$ cat src/rtl/mbd_pkg.sv
// Package with the shared constants, codes and types of the multi-button debouncer.
`timescale 1ns / 1ps

package mbd_pkg;

    localparam int NUM_BUTTONS    = 5;
    localparam int TIME_WIDTH     = 32;
    localparam int DEBOUNCE_WIDTH = 16;
    localparam int CODE_WIDTH     = 2;
    localparam int MAP_WIDTH      = CODE_WIDTH * NUM_BUTTONS;
    localparam int CMP_WIDTH      = (TIME_WIDTH > DEBOUNCE_WIDTH) ? TIME_WIDTH : DEBOUNCE_WIDTH;
    localparam int CMD_WIDTH      = 2;
    localparam int ADDR_WIDTH     = 4;
    localparam int DATA_WIDTH     = 32;

    localparam logic [DEBOUNCE_WIDTH-1:0] DEBOUNCE_RESET = DEBOUNCE_WIDTH'(30);
    localparam logic [MAP_WIDTH-1:0]      MAP_RESET      = MAP_WIDTH'(825);
    localparam logic [NUM_BUTTONS-1:0]    MASK_RESET     = NUM_BUTTONS'(8);

    localparam logic [CODE_WIDTH-1:0] CODE_NONE = CODE_WIDTH'(0);

    typedef enum logic [CMD_WIDTH-1:0] {
        CMD_POLL = 2'd0,
        CMD_INIT = 2'd1,
        CMD_TAKE = 2'd2
    } t_cmd;

    typedef enum logic [1:0] {
        REG_DEBOUNCE    = 2'd0,
        REG_MESSAGE_MAP = 2'd1,
        REG_RESET_MASK  = 2'd2
    } t_reg_idx;

    typedef struct packed {
        logic [DEBOUNCE_WIDTH-1:0] debounce_time;
        logic [MAP_WIDTH-1:0]      message_map;
        logic [NUM_BUTTONS-1:0]    reset_mask;
    } t_cfg;

endpackage

$ cat src/rtl/mbd_regs.sv
// Configuration register file of the multi-button debouncer behind an APB-style port.
`timescale 1ns / 1ps

module mbd_regs (
    input  logic                            i_clk,
    input  logic                            i_rst_n,
    input  logic                            psel,
    input  logic                            penable,
    input  logic                            pwrite,
    input  logic [mbd_pkg::ADDR_WIDTH-1:0]  paddr,
    input  logic [mbd_pkg::DATA_WIDTH-1:0]  pwdata,
    output logic [mbd_pkg::DATA_WIDTH-1:0]  prdata,
    output logic                            pready,
    output mbd_pkg::t_cfg                   o_cfg
);

    mbd_pkg::t_cfg    r_cfg;
    mbd_pkg::t_reg_idx w_idx;

    assign w_idx  = mbd_pkg::t_reg_idx'(paddr[3:2]);
    assign pready = 1'b1;
    assign o_cfg  = r_cfg;

    always_ff @(posedge i_clk) begin
        if (!i_rst_n) begin
            r_cfg.debounce_time <= mbd_pkg::DEBOUNCE_RESET;
            r_cfg.message_map   <= mbd_pkg::MAP_RESET;
            r_cfg.reset_mask    <= mbd_pkg::MASK_RESET;
        end else if (psel && penable && pwrite) begin
            unique case (w_idx)
                mbd_pkg::REG_DEBOUNCE: begin
                    r_cfg.debounce_time <= pwdata[mbd_pkg::DEBOUNCE_WIDTH-1:0];
                end
                mbd_pkg::REG_MESSAGE_MAP: begin
                    r_cfg.message_map <= pwdata[mbd_pkg::MAP_WIDTH-1:0];
                end
                mbd_pkg::REG_RESET_MASK: begin
                    r_cfg.reset_mask <= pwdata[mbd_pkg::NUM_BUTTONS-1:0];
                end
                default: begin
                end
            endcase
        end
    end

    always_comb begin
        unique case (w_idx)
            mbd_pkg::REG_DEBOUNCE:    prdata = mbd_pkg::DATA_WIDTH'(r_cfg.debounce_time);
            mbd_pkg::REG_MESSAGE_MAP: prdata = mbd_pkg::DATA_WIDTH'(r_cfg.message_map);
            mbd_pkg::REG_RESET_MASK:  prdata = mbd_pkg::DATA_WIDTH'(r_cfg.reset_mask);
            default:                  prdata = '0;
        endcase
    end

endmodule

$ cat src/rtl/multi_button_debouncer.sv
// Top level of the multi-button debouncer: input register, per-button update and result register.
// An accepted beat passes from the input register through the update into the result register.
// Throughput: one beat per cycle while the output is not stalled; all buttons update together.
// When empty, the input register takes a new beat while a finished result waits to be taken.
// Reset is synchronous and active low: it clears the pipeline and button state, arms every
// button and loads the configuration registers with their default values.
`timescale 1ns / 1ps

module multi_button_debouncer (
    input  logic                              i_clk,
    input  logic                              i_rst_n,
    input  logic                              i_in_valid,
    output logic                              o_in_ready,
    input  logic [mbd_pkg::CMD_WIDTH-1:0]     i_cmd,
    input  logic [mbd_pkg::NUM_BUTTONS-1:0]   i_raw_pressed,
    input  logic [mbd_pkg::TIME_WIDTH-1:0]    i_now_ms,
    output logic                              o_out_valid,
    input  logic                              i_out_ready,
    output logic [mbd_pkg::CODE_WIDTH-1:0]    o_message,
    output logic [mbd_pkg::NUM_BUTTONS-1:0]   o_debounced,
    output logic                              o_reset_requested,
    input  logic                              psel,
    input  logic                              penable,
    input  logic                              pwrite,
    input  logic [mbd_pkg::ADDR_WIDTH-1:0]    paddr,
    input  logic [mbd_pkg::DATA_WIDTH-1:0]    pwdata,
    output logic [mbd_pkg::DATA_WIDTH-1:0]    prdata,
    output logic                              pready
);

    localparam int NB = mbd_pkg::NUM_BUTTONS;
    localparam int TW = mbd_pkg::TIME_WIDTH;
    localparam int CW = mbd_pkg::CODE_WIDTH;

    mbd_pkg::t_cfg w_cfg;

    logic                 r_in_valid;
    logic [mbd_pkg::CMD_WIDTH-1:0] r_in_cmd;
    logic [NB-1:0]        r_in_raw;
    logic [TW-1:0]        r_in_now;

    logic                 r_out_valid;
    logic [CW-1:0]        r_out_message;
    logic [NB-1:0]        r_out_stable;
    logic                 r_out_req;

    logic [NB-1:0]        r_last;
    logic [NB-1:0]        r_stable;
    logic [NB-1:0]        r_armed;
    logic [TW-1:0]        r_change [NB];
    logic                 r_flag;

    logic [NB-1:0]        n_last;
    logic [NB-1:0]        n_stable;
    logic [NB-1:0]        n_armed;
    logic [TW-1:0]        n_change [NB];
    logic                 n_flag;
    logic [CW-1:0]        n_message;
    logic                 n_req;
    logic [NB-1:0]        w_press;

    logic                 w_out_free;
    logic                 w_fire;
    logic                 w_accept;

    mbd_regs u_regs (
        .i_clk   (i_clk),
        .i_rst_n (i_rst_n),
        .psel    (psel),
        .penable (penable),
        .pwrite  (pwrite),
        .paddr   (paddr),
        .pwdata  (pwdata),
        .prdata  (prdata),
        .pready  (pready),
        .o_cfg   (w_cfg)
    );

    assign w_out_free = !r_out_valid || i_out_ready;
    assign w_fire     = r_in_valid && w_out_free;
    assign o_in_ready = !r_in_valid || w_out_free;
    assign w_accept   = i_in_valid && o_in_ready;

    always_ff @(posedge i_clk) begin
        if (!i_rst_n) begin
            r_in_valid <= 1'b0;
        end else if (w_accept) begin
            r_in_valid <= 1'b1;
        end else if (w_fire) begin
            r_in_valid <= 1'b0;
        end
    end

    always_ff @(posedge i_clk) begin
        if (w_accept) begin
            r_in_cmd <= i_cmd;
            r_in_raw <= i_raw_pressed;
            r_in_now <= i_now_ms;
        end
    end

    always_comb begin
        logic [TW-1:0] v_ct;
        logic [TW-1:0] v_elapsed;

        n_last    = r_last;
        n_stable  = r_stable;
        n_armed   = r_armed;
        n_change  = r_change;
        n_flag    = r_flag;
        n_message = mbd_pkg::CODE_NONE;
        n_req     = 1'b0;
        w_press   = '0;
        v_ct      = '0;
        v_elapsed = '0;

        unique case (mbd_pkg::t_cmd'(r_in_cmd))
            mbd_pkg::CMD_POLL: begin
                for (int i = 0; i < NB; i++) begin
                    v_ct      = (r_in_raw[i] != r_last[i]) ? r_in_now : r_change[i];
                    v_elapsed = r_in_now - v_ct;
                    n_last[i]   = r_in_raw[i];
                    n_change[i] = v_ct;
                    if ((r_in_raw[i] != r_stable[i]) &&
                        (mbd_pkg::CMP_WIDTH'(v_elapsed) >=
                         mbd_pkg::CMP_WIDTH'(w_cfg.debounce_time))) begin
                        n_stable[i] = r_in_raw[i];
                        if (r_in_raw[i]) begin
                            if (r_armed[i]) begin
                                w_press[i] = 1'b1;
                                if (w_cfg.reset_mask[i]) begin
                                    n_flag = 1'b1;
                                end
                            end
                        end else begin
                            n_armed[i] = 1'b1;
                        end
                    end
                end
                // Walk downwards so that the lowest-index button with a code wins.
                for (int i = NB - 1; i >= 0; i--) begin
                    if (w_press[i] && (w_cfg.message_map[CW*i +: CW] != mbd_pkg::CODE_NONE)) begin
                        n_message = w_cfg.message_map[CW*i +: CW];
                    end
                end
            end
            mbd_pkg::CMD_INIT: begin
                n_last   = r_in_raw;
                n_stable = r_in_raw;
                n_armed  = ~r_in_raw;
                for (int i = 0; i < NB; i++) begin
                    n_change[i] = r_in_now;
                end
                n_flag = 1'b0;
            end
            mbd_pkg::CMD_TAKE: begin
                n_req  = r_flag;
                n_flag = 1'b0;
            end
            default: begin
            end
        endcase
    end

    always_ff @(posedge i_clk) begin
        if (!i_rst_n) begin
            r_last   <= '0;
            r_stable <= '0;
            r_armed  <= '1;
            r_flag   <= 1'b0;
            for (int i = 0; i < NB; i++) begin
                r_change[i] <= '0;
            end
        end else if (w_fire) begin
            r_last   <= n_last;
            r_stable <= n_stable;
            r_armed  <= n_armed;
            r_flag   <= n_flag;
            r_change <= n_change;
        end
    end

    always_ff @(posedge i_clk) begin
        if (!i_rst_n) begin
            r_out_valid <= 1'b0;
        end else if (w_fire) begin
            r_out_valid <= 1'b1;
        end else if (i_out_ready) begin
            r_out_valid <= 1'b0;
        end
    end

    always_ff @(posedge i_clk) begin
        if (w_fire) begin
            r_out_message <= n_message;
            r_out_stable  <= n_stable;
            r_out_req     <= n_req;
        end
    end

    assign o_out_valid       = r_out_valid;
    assign o_message         = r_out_message;
    assign o_debounced       = r_out_stable;
    assign o_reset_requested = r_out_req;

endmodule

$ cat config.mk
export PLATFORM = sky130hd
export DESIGN_NAME = multi_button_debouncer
export DESIGN_NICKNAME = d
export VERILOG_FILES = /design/src/rtl/mbd_pkg.sv /design/src/rtl/mbd_regs.sv /design/src/rtl/multi_button_debouncer.sv
export SDC_FILE = /design/constraint.sdc
export NUM_CORES = 1
export LEC_CHECK = 0
export BUFFER_PORTS_ARGS = -buffer_cell sky130_fd_sc_hd__buf_2
export CORE_UTILIZATION = 30
export CTS_BUF_LIST = sky130_fd_sc_hd__clkbuf_8
export CTS_CLUSTER_DIAMETER = 200
export DETAILED_ROUTE_END_ITERATION = 16
export GPL_ROUTABILITY_DRIVEN = 0
export PLACE_DENSITY = 0.56
export RECOVER_POWER = 25
export SLEW_MARGIN = 20
export SYNTH_ARGS = -nofsm -noshare
export SYNTH_HDL_FRONTEND = slang
export SYNTH_SLANG_ARGS = --single-unit
$ cat constraint.sdc
create_clock -name i_clk -period 20.1 [get_ports i_clk]
set_input_delay 3.015 -clock i_clk [delete_from_list [all_inputs] [get_ports i_clk]]
set_output_delay 3.015 -clock i_clk [all_outputs]
set_load 0.02 [all_outputs]
==> run_results.csv <==
group,metric,value,unit
power_and_ir_drop,seq_power_share,0.314,
placement,portBuffers,89,
critical_path,r2r.worst_path.cells,25,
floorplan,fp.dieW,281.3,microns
critical_path,arrival,7940,ps
clock_tree,ctsHtreeMaxLevel,2,
final_layout,nets,3338,
sta,setup_tns,0,ps
yosys,async_reset_ff_frac,0,
final_layout,final_cell_mix,"nand2_1, ha_1, a21oi_1",
floorplan,ioPinCount,125,
routing,wire_per_inst,18.17,microns
placement,dpl.hpwl,52910,microns
sta,period_minus_slack,7550,ps
sta,finalHoldViolCount,0,
flow_run,drv_cap,2,
yosys,yosysSeqAreaShare,0.2391,
grt,grtUsageTotal,0.1863,
sta,slew_headroom,-1.512,
worst_hold_path,min_from,"r_change[147]",
grt,antenna_found_initial,1,
sta,fmax,0.1325,GHz
clock_tree,numClockSinks,256,
critical_path,worstSetupPathType,"flop to flop",
routing,drc,0,
floorplan,std_cell_rows,102,
final_layout,fill_cells,8274,
placement,post-place-ws,12580,ps
power_and_ir_drop,p_comb_frac,0.377,
grt,grt_overflow_total,0,
floorplan,fp.dieH,281.3,microns
sta,fin_skew,39.08,ps
clock_tree,cts_buffers,49,
routing,drt_iter0_markers,1386,
clock_tree,cts-root-buf,"clkbuf_8",
yosys,netlist_area,23410,sq um
yosys,syn_avg_cell_area,7.776,sq um
critical_path,end_kind,"flop",
floorplan,coreArea,77340,sq um
routing,first_pass_iters,5,
power_and_ir_drop,power,1.767,mW
critical_path,r2r-start,"r_in_raw[4]",
floorplan,start_util,0.3026,
power_and_ir_drop,swShare,0.3820,
power_and_ir_drop,clkPwrFrac,0.308,
routing,postRouteWirelength,74580,microns
floorplan,die_area,79140,sq um
yosys,synthDistinctLibCells,99,
final_layout,drive_gt1_frac,0.08848,
final_layout,final_util,0.3346,
power_and_ir_drop,power_leakage,10.03,nW
status,violations,"capacitance limit, slew limit",
power_and_ir_drop,intPower,1.092,mW
grt,grt_pass1_wl,116700,microns
critical_path,setup.worst_path.start,"r_in_raw[4]",
clock_tree,cts_setup_buffers,0,
critical_path,critPathMaxFanout,34,
routing,ant_nets,0,
final_layout,syn_to_final_growth,10.56,%
critical_path,critPathRequiredTime,20490,ps
final_layout,final_common_cell,"nand2_1",
clock_tree,cts_hold_buf,0,
yosys,netlist_instances,3010,
yosys,ys_seq_elements,256,
sta,rsz0062_at_grt,"false",
clock_tree,post_cts_resized,0,
clock_tree,clk_latency,660,ps
power_and_ir_drop,ir_drop,42.57,uV
status,status,"finished with violations",
clock_tree,clk_pin_slew,60,ps
sta,setup_viol,0,
grt,grt_max_degree,118,
routing,via_per_inst,5.345,
routing,num_vias,21940,
worst_hold_path,whs_path_depth,2,
sta,drv_slew,135,
power_and_ir_drop,powerDensity,68.28,nW/um^2
sta,setup_ws,12550,ps
grt,grt_pass1_vias,20930,
worst_hold_path,holdCritPathClass,"flop to flop",
critical_path,start_kind,"flop",
power_and_ir_drop,netSwitchingPower,0.6750,mW
clock_tree,cts.path.max_buffers,3,
clock_tree,cts_tree,"built",
sta,final.period_utilization,0.3756,
yosys,synth_edf_count,47,
yosys,yosysWarnings,0,
yosys,synthFlopType,"dfxtp_1",
sta,worst_slew_pin_slew,3769,ps
==> worst paths after layout <==
check                                endpoint  slack [ps]
worst max register to register   o_message[0]       12550
worst min register to register  r_change[147]         460
worst min-delay path            r_change[147]         460
worst max-delay path             o_message[0]       12550
==> layout make-up <==
class / instances / area, sq um / area share
clock buffers: 54 / 743.2 / 0.02872
clock inverters: 37 / 267.8 / 0.01035
diodes: 2 / 5.005 / 0.0001934
flip-flops and latches: 256 / 5595 / 0.2162
inverters: 67 / 251.5 / 0.009718
multi-input cells: 2508 / 16870 / 0.6520
repair buffers: 141 / 842.1 / 0.03254
well taps: 1040 / 1301 / 0.05028
==> cell usage after synthesis, drive strengths merged, types with 54 or more instances <==
cell type	n	area, sq um
clkbuf	159	626.8
a21boi	193	1449
nand3	69	350.3
a21o	64	480.5
nand2	557	2091
nand4	58	377.9
inv	67	251.5
ha	229	2865
dfxtp	209	4184
o21ai	154	770.7
nor2	150	563.0
a21oi	217	1097
nor3	54	275.3
mux2i	165	1652
xnor2	58	515.5
==> worst max-delay path, stage by stage (launching register included) <==
cell      delay, ps
edfxtp_1        540
xor2_4          170
buf_4           520
mux2_2          270
ha_1            180
inv_1            60
fa_1            400
a21o_1          210
a221o_1         370
a21oi_1         380
o21ai_0         290
nand3_1         190
nand2_1          70
xor2_1          150
ha_1            290
nand4_1         180
a21oi_1          80
or4_1           520
or4_1           510
nor4_1          350
nand4_1         240
nor4_4          510
nor3_2          160
a32o_1          290
a31oi_1         180
a311oi_1        140
==> power groups by stage <==
stage / Combinational, mW / Clock [mW] / Sequential, mW
5_1_grt: 0.743 / 0.587 / 0.557
2_1_floorplan: 0.504 / 0 / 0.563
3_5_place_dp: 0.656 / 0 / 0.566
3_3_place_gp: 0.655 / 0 / 0.566
6_report: 0.667 / 0.545 / 0.555
4_1_cts: 0.661 / 0.567 / 0.555
==> flip-flops by register name, summed over array words and instances (netlist names), 2 cells and up <==
signal,flops
r_in_cmd,2
o_debounced,5
u_regs.o_cfg,31
r_stable,5
r_in_now,32
o_message,2
r_last,5
r_in_raw,5
r_change,160
r_armed,5
==> per-layer routing <==
| layer | GRT usage | share of wire | wire [microns] |
|---|---|---|---|
| met3 | 0.03234 | 0.052 | 3876 |
| met4 | 0.09420 | 0.055 | 4085 |
| met2 | 0.3009 | 0.44 | 32880 |
| met1 | 0.2377 | 0.45 | 33740 |
| met5 | 0 | 0 | 0 |
==> logic make-up (layout without fill, tap and decap cells) <==
| kind of cell | count (synthesis) | count (layout) | synth area share |
|---|---|---|---|
| AO/OA/AOI/OAI | 899 | 899 | 0.2585 |
| multiplexers | 173 | 173 | 0.07441 |
| buffers and inverters | 261 | 299 | 0.04838 |
| adder cells (fa/ha/maj) | 235 | 235 | 0.1267 |
| other | 2 | 19 | 0.0003209 |
| XOR/XNOR | 110 | 110 | 0.04148 |
| AND/OR/NAND/NOR | 1074 | 1074 | 0.2112 |
| flip-flops | 256 | 256 | 0.2391 |
==> through the flow <==
| stage | cells | area [sq um] | hold slack, ps |
|---|---|---|---|
| 2_1_floorplan | 3025 | 23460 | 441.0 |
| 3_3_place_gp | 4011 | 24860 | 449.9 |
| 3_5_place_dp | 4011 | 24860 | 458.7 |
| 4_1_cts | 4102 | 25870 | 467.0 |
| 5_1_grt | 4105 | 25880 | 484.3 |
| 6_report | 4105 | 25880 | 459.0 |
No activity file was read; power rests on OpenSTA's default activity.
